## config.mk

```make
export PLATFORM = sky130hd
export DESIGN_NAME = sync_frame_deframer_crc8
export DESIGN_NICKNAME = d
export VERILOG_FILES = /design/src/sfd_pkg.sv /design/src/sfd_out_queue.sv /design/src/sync_frame_deframer_crc8.sv
export SDC_FILE = /design/constraint.sdc
export NUM_CORES = 1
export LEC_CHECK = 0
export BUFFER_PORTS_ARGS = -buffer_cell sky130_fd_sc_hd__clkbuf_2
export CAP_MARGIN = 5
export CELL_PAD_IN_SITES_DETAIL_PLACEMENT = 0
export CELL_PAD_IN_SITES_GLOBAL_PLACEMENT = 1
export CORE_ASPECT_RATIO = 0.9
export CORE_MARGIN = 1.5
export CORE_UTILIZATION = 55
export CTS_BUF_LIST = sky130_fd_sc_hd__clkbuf_4 sky130_fd_sc_hd__clkbuf_8
export DETAILED_ROUTE_END_ITERATION = 6
export PLACE_DENSITY_LB_ADDON = 0.1
export SYNTH_ARGS = -nofsm -noshare
export SYNTH_HDL_FRONTEND = slang
export SYNTH_SLANG_ARGS = --single-unit
```

## constraint.sdc

```tcl
create_clock -name clk -period 3.9 [get_ports clk]
set_input_delay 0.585 -clock clk [delete_from_list [all_inputs] [get_ports clk]]
set_output_delay 0.585 -clock clk [all_outputs]
set_load 0.005 [all_outputs]
```

## src/sfd_pkg.sv

```systemverilog
// ============================================================================
// sfd_pkg: shared types and constants for the frame deframer
// Address codes, register reset value, queue item layout and CRC-8 step.
// ============================================================================
`default_nettype none

package sfd_pkg;

    // Default size of the frame store in bytes
    localparam int FRAME_BYTES_DEF = 64;

    // Start address codes that open a frame
    localparam logic [7:0] ADDR_FC    = 8'hC8;
    localparam logic [7:0] ADDR_EA    = 8'hEA;
    localparam logic [7:0] ADDR_BCAST = 8'h00;

    // Reset value of the maximum frame length register
    localparam logic [5:0] MAX_LEN_RESET = 6'd62;

    // CRC-8 polynomial and top-bit mask
    localparam logic [7:0] CRC_POLY = 8'hD5;
    localparam logic [7:0] CRC_MSB  = 8'h80;

    // One result item waiting for delivery
    typedef struct packed {
        logic [7:0] data;
        logic [5:0] index;
        logic [7:0] address;
        logic       last;
    } out_item_t;

    // Advance the CRC over one byte, MSB first
    function automatic logic [7:0] crc8_update(input logic [7:0] acc, input logic [7:0] b);
        logic [7:0] c;
        c = acc ^ b;
        for (int i = 0; i < 8; i++) begin
            if ((c & CRC_MSB) != 8'h00) begin
                c = {c[6:0], 1'b0} ^ CRC_POLY;
            end else begin
                c = {c[6:0], 1'b0};
            end
        end
        return c;
    endfunction

endpackage

`default_nettype wire

```

## src/sfd_out_queue.sv

```systemverilog
// ============================================================================
// sfd_out_queue: two-entry output queue
// Head register drives the output port; a spare entry absorbs the read that
// is already in flight when the consumer stalls.
// ============================================================================
`default_nettype none

module sfd_out_queue
    import sfd_pkg::*;
(
    input  wire logic      clk,
    input  wire logic      rst_n,
    input  wire logic      push,
    input  wire out_item_t push_item,
    input  wire logic      out_stall,
    output logic           out_valid,
    output out_item_t      head_item,
    output logic [1:0]     occupancy
);

    logic      head_valid_reg, head_valid_next;
    logic      spare_valid_reg, spare_valid_next;
    out_item_t head_reg, head_next;
    out_item_t spare_reg, spare_next;
    logic      take;

    // Head frees when empty or when its item is taken
    assign take = !head_valid_reg || !out_stall;

    // Refill head from spare first, then from the incoming read
    always_comb
    begin
        head_valid_next  = head_valid_reg;
        head_next        = head_reg;
        spare_valid_next = spare_valid_reg;
        spare_next       = spare_reg;
        if (take) begin
            if (spare_valid_reg) begin
                head_valid_next  = 1'b1;
                head_next        = spare_reg;
                spare_valid_next = push;
                spare_next       = push_item;
            end else begin
                head_valid_next = push;
                head_next       = push_item;
            end
        end else if (push) begin
            spare_valid_next = 1'b1;
            spare_next       = push_item;
        end
    end

    // Clear valid bits under reset
    always_ff @(posedge clk or negedge rst_n)
    begin
        if (!rst_n) begin
            head_valid_reg  <= 1'b0;
            spare_valid_reg <= 1'b0;
        end else begin
            head_valid_reg  <= head_valid_next;
            spare_valid_reg <= spare_valid_next;
        end
    end

    // Payload registers
    always_ff @(posedge clk)
    begin
        head_reg  <= head_next;
        spare_reg <= spare_next;
    end

    assign out_valid = head_valid_reg;
    assign head_item = head_reg;
    assign occupancy = {1'b0, head_valid_reg} + {1'b0, spare_valid_reg};

endmodule

`default_nettype wire

```

## src/sync_frame_deframer_crc8.sv

```systemverilog
// ============================================================================
// sync_frame_deframer_crc8: framed byte receiver with CRC-8 check
// Finds a start address, checks the length, stores the frame in a byte
// memory and replays type and payload of frames whose CRC-8 matches.
// ============================================================================
//
//  Channel   Direction  Handshake            Payload
//  -------   ---------  -------------------  ---------------------------------
//  in        input      in_valid / in_stall  rx_byte
//  out       output     out_valid/out_stall  frame_byte, byte_index,
//                                            start_address, last_flag
//  cfg       input      cfg_we               cfg_wdata (max frame length)
//
//  A good frame of length L (type, payload and check byte) replays L-1
//  items one per cycle unless the output stalls, from the store's single
//  read port; in_stall stays high, and no received byte is taken, until
//  the last read issues. Output stalls throttle the reads through a two-entry
//  output queue. Reset clears the parser and the queue; the store itself is
//  not cleared, since only bytes written by the current frame are ever read.
//
`default_nettype none

module sync_frame_deframer_crc8
    import sfd_pkg::*;
#(
    parameter int FRAME_BYTES = FRAME_BYTES_DEF
)
(
    input  wire logic       clk,
    input  wire logic       rst_n,
    input  wire logic       cfg_we,
    input  wire logic [5:0] cfg_wdata,
    input  wire logic       in_valid,
    output logic            in_stall,
    input  wire logic [7:0] rx_byte,
    output logic            out_valid,
    input  wire logic       out_stall,
    output logic [7:0]      frame_byte,
    output logic [5:0]      byte_index,
    output logic [7:0]      start_address,
    output logic            last_flag
);

    localparam int PW = $clog2(FRAME_BYTES);
    localparam logic [8:0]  LEN_CAP  = 9'(FRAME_BYTES - 2);
    localparam logic [PW:0] ONE_W    = 1;
    localparam logic [PW-1:0] POS_ONE   = 1;
    localparam logic [PW-1:0] POS_TWO   = 2;
    localparam logic [PW-1:0] POS_THREE = 3;

    localparam logic [1:0] PH_IDLE   = 2'd0;
    localparam logic [1:0] PH_HEADER = 2'd1;
    localparam logic [1:0] PH_BODY   = 2'd2;

    // Parser and drain state
    logic [5:0]    max_len_reg;
    logic [1:0]    phase_reg, phase_next;
    logic [PW-1:0] pos_reg, pos_next;
    logic [7:0]    len_byte_reg, len_byte_next;
    logic [PW-1:0] len_reg, len_next;
    logic [7:0]    crc_reg, crc_next;
    logic [7:0]    addr_reg, addr_next;
    logic          drain_active_reg, drain_active_next;
    logic [PW-1:0] drain_k_reg, drain_k_next;
    logic [PW-1:0] drain_last_k_reg, drain_last_k_next;
    logic          rd_valid_reg;
    logic [7:0]    rd_data_reg;
    logic [PW-1:0] rd_k_reg;
    logic          rd_last_reg;

    // Frame store
    logic [7:0]    store [FRAME_BYTES];

    logic          in_acc;
    logic          wr_en;
    logic [PW-1:0] wr_addr;
    logic [PW-1:0] rd_addr;
    logic          issue;
    logic          pop;
    logic          len_ok;
    logic [1:0]    occupancy;
    out_item_t     push_item;
    out_item_t     head_item;

    assign in_stall = drain_active_reg;
    assign in_acc   = in_valid && !drain_active_reg;

    // Judge the length byte against the register and the store size
    assign len_ok = (len_byte_reg >= 8'd2) &&
                    (len_byte_reg <= {2'b00, max_len_reg}) &&
                    ({1'b0, len_byte_reg} <= LEN_CAP);

    // Issue a store read while the queue and the read in flight leave room
    assign pop   = out_valid && !out_stall;
    assign issue = drain_active_reg &&
                   (({1'b0, occupancy} + {2'b00, rd_valid_reg}) < (3'd2 + {2'b00, pop}));
    assign rd_addr = drain_k_reg + POS_TWO;

    // Parse one received byte and start the replay of a good frame
    always_comb
    begin
        phase_next        = phase_reg;
        pos_next          = pos_reg;
        len_byte_next     = len_byte_reg;
        len_next          = len_reg;
        crc_next          = crc_reg;
        addr_next         = addr_reg;
        drain_active_next = drain_active_reg;
        drain_k_next      = drain_k_reg;
        drain_last_k_next = drain_last_k_reg;
        wr_en             = 1'b0;
        wr_addr           = pos_reg;

        unique case (phase_reg)
            PH_IDLE:
            begin
                if (in_acc && (rx_byte == ADDR_EA || rx_byte == ADDR_FC ||
                               rx_byte == ADDR_BCAST)) begin
                    wr_en      = 1'b1;
                    wr_addr    = '0;
                    addr_next  = rx_byte;
                    pos_next   = POS_ONE;
                    crc_next   = 8'h00;
                    phase_next = PH_HEADER;
                end
            end
            PH_HEADER:
            begin
                if (in_acc) begin
                    wr_en = 1'b1;
                    if (pos_reg >= POS_TWO) begin
                        crc_next = crc8_update(8'h00, rx_byte);
                        if (len_ok) begin
                            len_next   = len_byte_reg[PW-1:0];
                            pos_next   = POS_THREE;
                            phase_next = PH_BODY;
                        end else begin
                            pos_next   = '0;
                            phase_next = PH_IDLE;
                        end
                    end else begin
                        len_byte_next = rx_byte;
                        pos_next      = pos_reg + POS_ONE;
                    end
                end
            end
            PH_BODY:
            begin
                if (in_acc) begin
                    wr_en = 1'b1;
                    if ({1'b0, pos_reg} >= ({1'b0, len_reg} + ONE_W)) begin
                        // Check byte: replay type and payload on a match
                        if (crc_reg == rx_byte) begin
                            drain_active_next = 1'b1;
                            drain_k_next      = '0;
                            drain_last_k_next = len_reg - POS_TWO;
                        end
                        pos_next   = '0;
                        phase_next = PH_IDLE;
                    end else begin
                        crc_next = crc8_update(crc_reg, rx_byte);
                        pos_next = pos_reg + POS_ONE;
                    end
                end
            end
            default:
            begin
                if (in_acc) begin
                    pos_next   = '0;
                    phase_next = PH_IDLE;
                end
            end
        endcase

        // Advance the replay counter
        if (issue) begin
            drain_k_next = drain_k_reg + POS_ONE;
            if (drain_k_reg == drain_last_k_reg) begin
                drain_active_next = 1'b0;
            end
        end
    end

    // Control registers
    always_ff @(posedge clk or negedge rst_n)
    begin
        if (!rst_n) begin
            max_len_reg      <= MAX_LEN_RESET;
            phase_reg        <= PH_IDLE;
            pos_reg          <= '0;
            len_byte_reg     <= 8'h00;
            len_reg          <= '0;
            crc_reg          <= 8'h00;
            addr_reg         <= 8'h00;
            drain_active_reg <= 1'b0;
            drain_k_reg      <= '0;
            drain_last_k_reg <= '0;
            rd_valid_reg     <= 1'b0;
        end else begin
            if (cfg_we) begin
                max_len_reg <= cfg_wdata;
            end
            phase_reg        <= phase_next;
            pos_reg          <= pos_next;
            len_byte_reg     <= len_byte_next;
            len_reg          <= len_next;
            crc_reg          <= crc_next;
            addr_reg         <= addr_next;
            drain_active_reg <= drain_active_next;
            drain_k_reg      <= drain_k_next;
            drain_last_k_reg <= drain_last_k_next;
            rd_valid_reg     <= issue;
        end
    end

    // Store write and registered read
    always_ff @(posedge clk)
    begin
        if (wr_en) begin
            store[wr_addr] <= rx_byte;
        end
        if (issue) begin
            rd_data_reg <= store[rd_addr];
            rd_k_reg    <= drain_k_reg;
            rd_last_reg <= (drain_k_reg == drain_last_k_reg);
        end
    end

    // Queue the read data for delivery
    always_comb
    begin
        push_item.data    = rd_data_reg;
        push_item.index   = 6'(rd_k_reg);
        push_item.address = addr_reg;
        push_item.last    = rd_last_reg;
    end

    sfd_out_queue u_out_queue (
        .clk       (clk),
        .rst_n     (rst_n),
        .push      (rd_valid_reg),
        .push_item (push_item),
        .out_stall (out_stall),
        .out_valid (out_valid),
        .head_item (head_item),
        .occupancy (occupancy)
    );

    assign frame_byte    = head_item.data;
    assign byte_index    = head_item.index;
    assign start_address = head_item.address;
    assign last_flag     = head_item.last;

endmodule

`default_nettype wire

```

* After elaboration in Yosys (flattened, before gate mapping)
Memory sizes are Yosys's and may differ from the RTL's. A register that Yosys moved wholly into a read port is not among the register bits. Index checks and enable logic that the tools add are counted.
Word-level totals: flip-flop bits (word level) 113, memory bits (writable) 512, bits of input ports 19, output and inout bits 25, word-level logic and storage cells 206, memories 1
Cells by class: add/sub/neg operators 8, magnitude comparators 6, equality and inequality tests 13, muxes and demuxes 106, bitwise operators 18, reduce and logical (&&, ||, !) cells 31
Memories:
- store | depth 64, width 8, read ports 1, clocked after memory_dff 1, wr ports 1, line sync_frame_deframer_crc8.sv:72 | logic [7:0] store [FRAME_BYTES];
Operators with widths (count):
- 2-to-1 mux 8 bit | 63
- 2-to-1 mux 23 bit | 4
- NOT 5 bit | 16
- 2-to-1 mux 6 bit | 13
- one-hot mux 8 bit (3 select lines) | 1
- one-hot mux 6 bit (3 select lines) | 1
- equality test 8 bit, second input constant | 2
- 2-to-1 mux 2 bit | 8
- AND reduction 4 bit | 4
- 2-to-1 mux 1 bit | 14
- adder 6 x 1 -> 6 bit, second input constant | 2
- != test 2 bit, second input constant | 6
- AND reduction 6 bit | 2
- nonzero test 2 bit | 6
- equality test 8 bit | 1
- >= comparator 8 x 2 -> 1 bit, second input constant | 1
- <= comparator 8 x 6 -> 1 bit | 1
- <= comparator 8 x 6 -> 1 bit, second input constant | 1
- zero test 8 bit | 1
- XOR 8 bit | 1
- adder 6 x 1 -> 7 bit, second input constant | 1
- >= comparator 6 x 7 -> 1 bit | 1
- adder 6 x 2 -> 6 bit, second input constant | 1
- equality test 6 bit | 1
- other kinds (20) | 30

* Depth between registers and ports, before layout
Gate-level depths: netlist of run 1.
word-level depth 41, depth in mapped cells 11, depth with buffers taken out 10

* Cells and area by module
Synthesis of run 1 repeated with hierarchy kept, for this count alone.
Second synthesis, totals: cell total of the unflattened synthesis 1310, area total of the unflattened synthesis 25786.0 um^2
By module, submodules not included:
- sync_frame_deframer_crc8 | times used 1, cells an instance 1229, area each 23940.5 um^2, seq. area each 17282.8 um^2
- sfd_out_queue | times used 1, cells an instance 81, area each 1845.5 um^2, seq. area each 1431.4 um^2

* Worst setup path after synthesis of run 1
No wires, ideal clock.
kind register -> register, start reg u_out_queue.spare_valid_reg, end reg drain_k_reg[4], library setup time 0.082 ns, arrival time 3.182 ns, setup slack 0.636 ns, cell stages (with the launch flop) 10, path buffers 2, period minus slack after synthesis 3.264 ns, cell sequence dfrtp_1 > clkbuf_1 > buf_1 > inv_1 > fa_1 > nor3b_1 > o21ai_0 > clkinv_1 > or2_2 > a31oi_1
On the way: cells in the longest elaborated chain, start to end 6
RTL lines:
- from (decl) | line sfd_out_queue.sv:22 | logic spare_valid_reg, spare_valid_next;
- from (signal assigned) | line sfd_out_queue.sv:61 | spare_valid_reg <= spare_valid_next;
- adder 1 x 1 -> 2 bit (*) | line sfd_out_queue.sv:74 | assign occupancy = {1'b0, head_valid_reg} + {1'b0, spare_valid_reg};
- adder 2 x 1 -> 3 bit (*) | line sync_frame_deframer_crc8.sv:96 | (({1'b0, occupancy} + {2'b00, rd_valid_reg}) < (3'd2 + {2'b00, pop}));
- less-than comparator 3 bit (*) | line sync_frame_deframer_crc8.sv:96
- logical AND 1 bit (*) | line sync_frame_deframer_crc8.sv:95 | assign issue = drain_active_reg &&
- via issue | line sync_frame_deframer_crc8.sv:78 | logic issue;
- nonzero test 2 bit (no line)
- AND reduction 4 bit (no line)
- to (signal assigned) | line sync_frame_deframer_crc8.sv:210 | drain_k_reg <= drain_k_next;
- to (decl) | line sync_frame_deframer_crc8.sv:64 | logic [PW-1:0] drain_k_reg, drain_k_next;
Mark *: on every way through the listed nets, which the timed path passes. The rest lies on a longest branch. A chain may end at the register's enable or synchronous reset.

* Worst setup path in the final report of run 1
start reg phase_reg[1], end mem store[2][5], enable pin
On the way: cells in the longest elaborated chain, start to end 5
RTL lines:
- from (decl) | line sync_frame_deframer_crc8.sv:57 | logic [1:0] phase_reg, phase_next;
- from (signal assigned) | line sync_frame_deframer_crc8.sv:203 | phase_reg <= phase_next;
- equality test 2 bit / equality test 2 x 1 -> 1 bit (equally long branches) | line sync_frame_deframer_crc8.sv:114 | unique case (phase_reg)
- OR reduction 2 bit (no line)
- one-hot mux 1 bit (2 select lines) | line sync_frame_deframer_crc8.sv:114
- 2-to-1 mux 1 bit | line sync_frame_deframer_crc8.sv:219 | if (wr_en) begin
- 2-to-1 mux 1 bit (not written as such) | line sync_frame_deframer_crc8.sv:220 | store[wr_addr] <= rx_byte;
- to (decl) | line sync_frame_deframer_crc8.sv:72
Several ways; a longest one is shown, not always the timed one.

==> run summary, run 1 <==
## Logic synthesis
- largest cells by area after synthesis: edfxtp_1, mux4_2, dfrtp_1
- Seq cells post-synth: 633
- async set-reset flop share out of synthesis: 0.0948
- Synth Flop Type: edfxtp_1
- unique cell type count in the Yosys netlist: 65
- YS warnings: 0
- Syn Area/Cell: 18.1 µm²
- sequential area share after synthesis: 0.720
- area share of the largest cell type after synthesis: 0.662
- combined area of all synthesized cells: 26000 µm²
- number of synthesized flops with an enable pin: 573
- cell accounting for the most synthesized area: edfxtp_1
- post-synthesis net count: 1483
- synthesized instance count: 1437

## Floorplan
- top-level port count: 44
- die area: 48600 µm²
- starting utilization of the core area: 0.557
- Rows: 75
- width of the die: 232 µm
- height of the die: 209 µm
- Placeable Area: 46600 µm²

## Clocking
- CTS tree: yes
- Root Driver: clkbuf_8
- Setup Fix Bufs, Post-CTS: 0
- number of H-tree branching levels: 3
- clock slew at reported path FFs: 60 ps
- number of clock buffers inserted by TritonCTS: 97
- clock sink count: 633
- number of buffers on the longest clock path: 3
- Resize count post-CTS: 0
- clock insertion delay at the later pin of the skew report: 700 ps

## GRT
- first-pass GRT wire length: 91400 µm
- maximum number of pins on one net before global-route repair: 133
- aggregate global-route resource usage: 0.261
- antenna violations before repair: 3
- residual overflow from global routing: 0
- vias in the first global route: 13900

## Critical path
- internal reg-to-reg setup slack: 500 ps
- WP data arrival: 3710 ps
- Critical Path End Type: flip-flop
- class of the most critical setup path: reg2reg
- WP data required: 4220 ps
- sort of element at the start of the critical path: flip-flop
- maximum net fanout on the critical path: 8

## Power
- internal portion of total power: 0.0117 W
- Switching Share: 0.265
- Lkg Pwr: 9.68 nW
- largest vdd supply drop: 345 µV
- portion of total power attributed to combinational logic: 0.169
- Net Sw Power: 0.00422 W
- part of the power in the clock network: 0.338
- power density normalized to cell area: 546 nW/µm²
- Reg power frac: 0.493

## Routing
- total wire length: 60700 µm
- number of DRC violations after detailed routing: 0
- via/cell ratio: 6.08
- routed wirelength normalized by instance count: 26.6 µm
- Iter 0 DRT Violations: 1540
- number of search-and-repair iterations in the first detailed-routing pass: 5
- antenna-violating nets left: 0
- total via count after detailed routing: 13900

## Timing
- post-layout minimum cycle time: 3400 ps
- endpoints failing setup: 0
- worst-case clock skew: 30.0 ps
- actual slew at the worst max-slew pin: 1040 ps
- setup repair after global routing missed its margin: no
- headroom to the max-slew limit: 0.307
- number of endpoints with negative hold slack in the final report: 0
- final worst-path cycle share: 0.872
- Fin Hold WS: 108 ps
- post-layout worst setup margin: 501 ps
- top achievable clock speed: 294 MHz
- pins over their slew limit: 0
- total negative slack: 0 ps

## Placed design
- gpl congestion: 0.833
- quantity of I/O buffers inserted on ports: 43
- detailed-placement wirelength estimate: 38700 µm
- post-placement setup slack: 159 ps

## Final layout
- final net count: 1629
- number of flip-flops under the largest register name: 512
- fraction of layout instances using a drive strength above 1: 0.277
- Area Growth Syn to Fin: 12.5%
- post-layout util: 0.627

## Job
- max-cap check violation count: 0

## Run status
- outcome: finished, final reports clean

## Min path
- path type of the worst min-delay path: in2reg

Yosys cell counts (all sizes together), types with 2 or more instances:
library cell,instances
o21a,4
nor4,2
nor2b,12
a21boi,2
nand4b,2
nand2,109
mux2,47
nand2b,5
nor2,83
a31oi,12
o211ai,3
nor3,6
and2,13
nand4,8
and4,9
or3,6
nand3,16
dfrtp,55
o21ai,27
a22oi,5
or2,3
edfxtp,573
xnor2,36
mux4,128
o31ai,5
inv,27
and3,4
a21oi,18
a32oi,25
dfstp,5
xor2,18
ha,26
clkbuf,39
mux2i,30
a211oi,10
buf,34
nand3b,4
nor4b,2
a22o,6
critical path: stages (launching register included):
cell,delay [ps]
dfrtp_1,410
inv_1,120
ha_1,220
inv_1,120
or2_0,240
or3_1,560
a211oi_4,470
nand3_4,290
nor2_1,590
cell families after synthesis:
group,share of synthesized area
DFF,0.720
and+or+nand+nor,0.0534
muxes,0.143
AOI/OAI and AO/OA,0.0341
buffers and inverters,0.0172
xor gates and xnor gates,0.0191
adders and majority gates,0.0133
power groups by stage:
stage	clock [W]	combinational, W	sequential, W
after global placement	0	0.00269	0.00799
after global routing	0.00578	0.00294	0.00789
after CTS	0.00549	0.00272	0.00786
after detailed placement	0	0.00271	0.00800
final	0.00538	0.00270	0.00786
after floorplan	0	0.00200	0.00786
per-layer routing:
layer / vias to the layer above / routed length, µm / share of wire / track usage
li1: 6007 / - / - / -
met1: 7118 / 27000 / 0.45 / 0.401
met2: 643 / 26900 / 0.44 / 0.372
met3: 119 / 5290 / 0.087 / 0.0622
met4: 4 / 1450 / 0.024 / 0.0777
met5: - / 33 / 0.00054 / 0
cell usage in the layout (no fill, tap or decap), drive strengths merged, types with 26 or more instances in the layout:
master    n
dfrtp    55
inv      30
buf      76
clkinv   45
nor2     83
edfxtp  573
clkbuf  170
xnor2    36
o21ai    27
mux4    128
ha       26
mux2i    30
nand2   109
mux2     47
final timing paths:
check,from,to,depth (start not counted)
setup / recovery,phase_reg[1],store[2][5],8
hold / removal,cfg_wdata[1],max_len_reg[1],3
max in group asynchronous,rst_n,pos_reg[4],3
min in group asynchronous,rst_n,len_reg[0],2
setup reg to reg,phase_reg[1],store[2][5],8
hold reg to reg,rd_k_reg[4],u_out_queue.spare_reg[13],0
final cells by class:
type,count,area (µm²)
clock inverters,54,334
clock buffers,127,1570
well taps,616,771
fillers,3291,17400
inverters,28,105
repair buffers,120,871
diodes,2,5.00
flip-flops and latches,633,18700
multi-input cells,703,6860
what timing repair did:
action / 4_1_cts / 5_1_grt
hold buffers: 1 / 0
setup endpoints to repair: 0 / 0
endpoints found under the hold margin: 25 / 0
per-stage QoR:
step                power (W)  cells  area (µm²)
floorplan             0.00987   1437       26000
global placement       0.0107   2099       27300
detailed placement     0.0107   2099       27300
CTS                    0.0161   2281       29200
global route           0.0166   2282       29200
finish                 0.0160   2283       29200
Note: power is estimated with default switching activity, not from simulation.
==> run 2, diff against run 1 <==
Settings changed: ABC_AREA set to 1, CORE_UTILIZATION 55 to 54.
==> run summary, run 2 <==
## Floorplan
- Rows: 76
- starting utilization of the core area: 0.551
- top-level port count: 44
- die area: 50600 µm²
- height of the die: 213 µm
- Placeable Area: 48200 µm²
- width of the die: 237 µm

## Critical path
- sort of element at the start of the critical path: flip-flop
- capture point of the critical path: rd_data_reg[7]
- maximum net fanout on the critical path: 52
- count of cells along the worst register-to-register path: 8
- WP data arrival: 3690 ps
- r2r startpoint: drain_k_reg[1]
- internal reg-to-reg setup slack: 620 ps
- Critical Path End Type: flip-flop
- Crit. Startpoint: drain_k_reg[1]
- WP data required: 4310 ps
- class of the most critical setup path: reg2reg
- Reg-to-Reg End: rd_data_reg[7]

## Run status
- outcome: finished, final reports clean

## Clocking
- CTS tree: yes
- Root Driver: clkbuf_8
- number of buffers on the longest clock path: 3
- Setup Fix Bufs, Post-CTS: 0
- number of clock buffers inserted by TritonCTS: 100
- clock slew at reported path FFs: 70 ps
- clock insertion delay at the later pin of the skew report: 700 ps
- number of H-tree branching levels: 3
- hold buffers post-CTS: 0
- Resize count post-CTS: 0
- clock sink count: 633

## Timing
- actual slew at the worst max-slew pin: 1210 ps
- endpoints failing setup: 0
- final worst-path cycle share: 0.841
- top achievable clock speed: 305 MHz
- number of endpoints with negative hold slack in the final report: 0
- post-layout minimum cycle time: 3280 ps
- worst-case clock skew: 34.9 ps
- pins over their slew limit: 0
- total negative slack: 0 ps
- setup repair after global routing missed its margin: no
- headroom to the max-slew limit: 0.185
- Fin Hold WS: 47.1 ps

## Routing
- total wire length: 71200 µm
- number of search-and-repair iterations in the first detailed-routing pass: 6
- via/cell ratio: 6.08
- total via count after detailed routing: 18000
- number of DRC violations after detailed routing: 0
- Iter 0 DRT Violations: 1899
- antenna-violating nets left: 0
- routed wirelength normalized by instance count: 24.0 µm

## Power
- Reg power frac: 0.393
- total power of the final layout: 0.0216 W
- part of the power in the clock network: 0.267
- power density normalized to cell area: 731 nW/µm²
- internal portion of total power: 0.0133 W
- portion of total power attributed to combinational logic: 0.341
- Switching Share: 0.382
- Net Sw Power: 0.00825 W
- Lkg Pwr: 10.4 nW
- largest vdd supply drop: 618 µV

## GRT
- aggregate global-route resource usage: 0.285
- maximum number of pins on one net before global-route repair: 108
- first-pass GRT wire length: 106000 µm
- residual overflow from global routing: 0
- vias in the first global route: 17400
- antenna violations before repair: 5

## Placed design
- gpl congestion: 0.885
- DP Cell Count: 2777
- quantity of I/O buffers inserted on ports: 43
- detailed-placement wirelength estimate: 44000 µm
- Placed Instance Area: 27500 µm²

## Final layout
- Area Growth Syn to Fin: 11.1%
- final net count: 2301
- fraction of layout instances using a drive strength above 1: 0.133
- commonest non-fill, non-tap cell in the layout: edfxtp_1
- Post-Layout Inst Area: 29500 µm²
- most frequent cells in the layout: edfxtp_1, nor2_1, o21ai_0
- filler-free cell count of the finished design: 2965
- number of flip-flops under the largest register name: 512

## Logic synthesis
- number of synthesized flops with an enable pin: 573
- Synth Flop Type: edfxtp_1
- library cell with the highest instance count after synthesis: edfxtp_1
- area share of the largest cell type after synthesis: 0.647
- sequential area share after synthesis: 0.704
- Syn Area/Cell: 12.1 µm²
- synth cell count leaders: edfxtp_1, nor2_1, o21ai_0
- Seq cells post-synth: 633
- combined area of all synthesized cells: 26600 µm²
- largest cells by area after synthesis: edfxtp_1, o21ai_0, dfrtp_1
- synthesized instance count: 2189
- async set-reset flop share out of synthesis: 0.0948
- unique cell type count in the Yosys netlist: 50
- post-synthesis net count: 2235
- cell accounting for the most synthesized area: edfxtp_1
- YS warnings: 0

## Min path
- path type of the worst min-delay path: in2async

## Job
- max-cap check violation count: 0

[run 2: worst min-delay path by stage]
| stage | cells after the start | startpoint | end | slack [ps] |
|---|---|---|---|---|
| finish | 1 | rst_n | crc_reg[1] | 50 |
| global placement | 0 | rd_k_reg[0] | u_out_queue.spare_reg[9] | 430 |
| floorplan | 0 | rst_n | addr_reg[0] | 290 |
| global route | 1 | rst_n | crc_reg[1] | 90 |
| detailed placement | 0 | rd_data_reg[6] | u_out_queue.spare_reg[21] | 440 |
| CTS | 1 | rst_n | crc_reg[1] | 40 |
[run 2: area by class of cell]
class / count / area, µm²
Sequential cell: 633 / 18700
Fill cell: 3897 / 18700
Timing Repair Buffer: 90 / 606
Clock buffer: 130 / 1630
Clock inverter: 56 / 440
Tap cell: 624 / 781
Inverter: 89 / 343
Multi-Input combinational cell: 1341 / 7000
Antenna cell: 2 / 5.00
[run 2: logic make-up after synthesis]
| group | after synthesis | synth area share |
|---|---|---|
| and+or+nand+nor | 742 | 0.115 |
| DFF | 633 | 0.704 |
| xor gates and xnor gates | 34 | 0.0123 |
| buffers and inverters | 215 | 0.0333 |
| muxes | 1 | 0.000424 |
| adders and majority gates | 27 | 0.0130 |
| AOI/OAI and AO/OA | 537 | 0.122 |
[run 2: metrics by stage]
step	util	setup slack [ps]
after floorplan	-	1010
final	0.612	620
after detailed placement	0.569	451
after global routing	0.612	480
after CTS	0.612	677
after global placement	0.569	576
[run 2: power by group through the flow]
stage | Sequential (W) | Clock (W) | Combinational [W]
6_report | 0.00847 | 0.00576 | 0.00735
5_1_grt | 0.00853 | 0.00615 | 0.00798
4_1_cts | 0.00847 | 0.00586 | 0.00722
3_5_place_dp | 0.00861 | 0 | 0.00719
3_3_place_gp | 0.00860 | 0 | 0.00714
2_1_floorplan | 0.00840 | 0 | 0.00477
[run 2: critical path: stages (launching register included)]
cell      delay, ps
dfrtp_4         730
clkinv_2        750
buf_4           450
o21ai_0         130
o22ai_1         150
o211ai_1        210
nand3_1         100
nand3_1         260
nand2_1         180
[run 2: metal layers]
metal | GRT usage | up-vias | wire [µm]
met5 | 0 | - | 0
met4 | 0.0842 | 0 | 1790
met3 | 0.0712 | 131 | 6810
met2 | 0.432 | 904 | 31900
met1 | 0.412 | 8814 | 30700
li1 | - | 8170 | -
==> run 3, diff against run 2 <==
Clock period 3.9 ns to 3.4 ns, I/O delays scaled along.
==> run summary, run 3 (synthesis results as in run 2) <==
## Clocking
- CTS tree: yes
- Setup Fix Bufs, Post-CTS: 0
- Resize count post-CTS: 0
- clock sink count: 633
- number of buffers on the longest clock path: 3
- number of clock buffers inserted by TritonCTS: 99
- clock slew at reported path FFs: 60 ps
- clock insertion delay at the later pin of the skew report: 690 ps
- number of H-tree branching levels: 3
- hold buffers post-CTS: 6
- Root Driver: clkbuf_8

## Routing
- number of search-and-repair iterations in the first detailed-routing pass: 5
- Iter 0 DRT Violations: 1894
- number of DRC violations after detailed routing: 0
- total via count after detailed routing: 17900
- routed wirelength normalized by instance count: 23.2 µm
- via/cell ratio: 5.94
- total wire length: 69900 µm
- antenna-violating nets left: 0

## Timing
- final worst-path cycle share: 0.899
- setup repair after global routing missed its margin: no
- worst-case clock skew: 32.1 ps
- total negative slack: 0 ps
- post-layout worst setup margin: 344 ps
- actual slew at the worst max-slew pin: 1270 ps
- number of endpoints with negative hold slack in the final report: 0
- pins over their slew limit: 0
- top achievable clock speed: 327 MHz
- headroom to the max-slew limit: 0.150
- endpoints failing setup: 0
- post-layout minimum cycle time: 3060 ps

## Final layout
- filler cell count: 3763
- number of flip-flops under the largest register name: 512
- most frequent cells in the layout: edfxtp_1, nor2_1, o21ai_0
- Area Growth Syn to Fin: 12.7%
- commonest non-fill, non-tap cell in the layout: edfxtp_1
- fraction of layout instances using a drive strength above 1: 0.147
- final net count: 2344

## Power
- power density normalized to cell area: 834 nW/µm²
- Lkg Pwr: 10.6 nW
- largest vdd supply drop: 710 µV

## Critical path
- class of the most critical setup path: reg2reg
- maximum net fanout on the critical path: 8
- sort of element at the start of the critical path: flip-flop
- WP data arrival: 3370 ps
- Critical Path End Type: flip-flop
- WP data required: 3720 ps

## Floorplan
- width of the die: 237 µm
- die area: 50600 µm²
- top-level port count: 44
- Rows: 76
- height of the die: 213 µm
- starting utilization of the core area: 0.551
- Placeable Area: 48200 µm²

## GRT
- first-pass GRT wire length: 105000 µm
- global-route met1 utilization: 0.400
- vias in the first global route: 17300
- fraction of met2 tracks used by global routing: 0.424
- met3 routing resource usage after global routing: 0.0738
- residual overflow from global routing: 0
- GRT Max-Usage Layer: met2
- aggregate global-route resource usage: 0.282
- maximum number of pins on one net before global-route repair: 136
- antenna violations before repair: 4

## Min path
- path type of the worst min-delay path: in2reg

## Placed design
- gpl congestion: 0.896
- quantity of I/O buffers inserted on ports: 43
- detailed-placement wirelength estimate: 43200 µm
- post-placement setup slack: 153 ps

## Job
- max-cap check violation count: 0

## Run status
- outcome: finished, final reports clean

==> run 3: area by class of cell <==
cell class                 count  area, µm²  area share
clock inverter                52        475      0.0159
antenna                        2       5.00    0.000167
inverter                      89        343      0.0114
sequential                   633      18700       0.625
clock buffer                 132       1650      0.0552
tap                          624        781      0.0261
multi-input combinational   1341       7000       0.234
timing repair buffer         134        963      0.0322
==> run 3: final timing paths <==
| path | slack [ps] | end | from | cells past startpoint |
|---|---|---|---|---|
| max in group asynchronous | 2260 | len_reg[4] | rst_n | 3 |
| min reg2reg | 450 | u_out_queue.spare_reg[10] | rd_k_reg[1] | 0 |
| min | 60 | max_len_reg[0] | cfg_wdata[0] | 2 |
| max reg2reg | 340 | store[11][0] | in_stall | 11 |
| min in group asynchronous | 420 | crc_reg[4] | rst_n | 2 |
| max | 340 | store[11][0] | in_stall | 11 |
==> run 3: layer usage <==
metal / routed length, µm / vias to the layer above / share of wire
met3: 6760 / 130 / 0.097
met4: 2110 / 0 / 0.030
met2: 31100 / 846 / 0.45
met1: 29800 / 8658 / 0.43
met5: 0 / - / 0
li1: - / 8237 / -
==> run 3: power by group <==
group / total, W / internal, W / switching (W)
sequential: 0.00959 / 0.00926 / 0.000323
clock: 0.00683 / 0.00386 / 0.00297
combinational: 0.00855 / 0.00246 / 0.00609
total: 0.0250 / 0.0156 / 0.00938
==> run 3: stage by stage <==
step | area [µm²] | power (W) | hold WS (ps) | instances | util
detailed placement | 27800 | 0.0181 | 433 | 2815 | 0.576
global route | 29900 | 0.0263 | 22.0 | 3005 | 0.621
CTS | 29900 | 0.0249 | 4.73 | 3005 | 0.621
floorplan | 26600 | 0.0151 | 214 | 2189 | -
finish | 29900 | 0.0250 | 60.2 | 3007 | 0.621
global placement | 27800 | 0.0180 | 436 | 2815 | 0.576
==> run 3: critical path: stages (launching register included) <==
cell and delay (ps):
dfrtp_1 390, inv_1 100, nand2_2 140, inv_2 120
o21ai_1 70, nor3_1 150, nand2_1 130, nor2_4 170
o21ai_2 120, inv_2 160, nand2_1 440, nor2_1 720
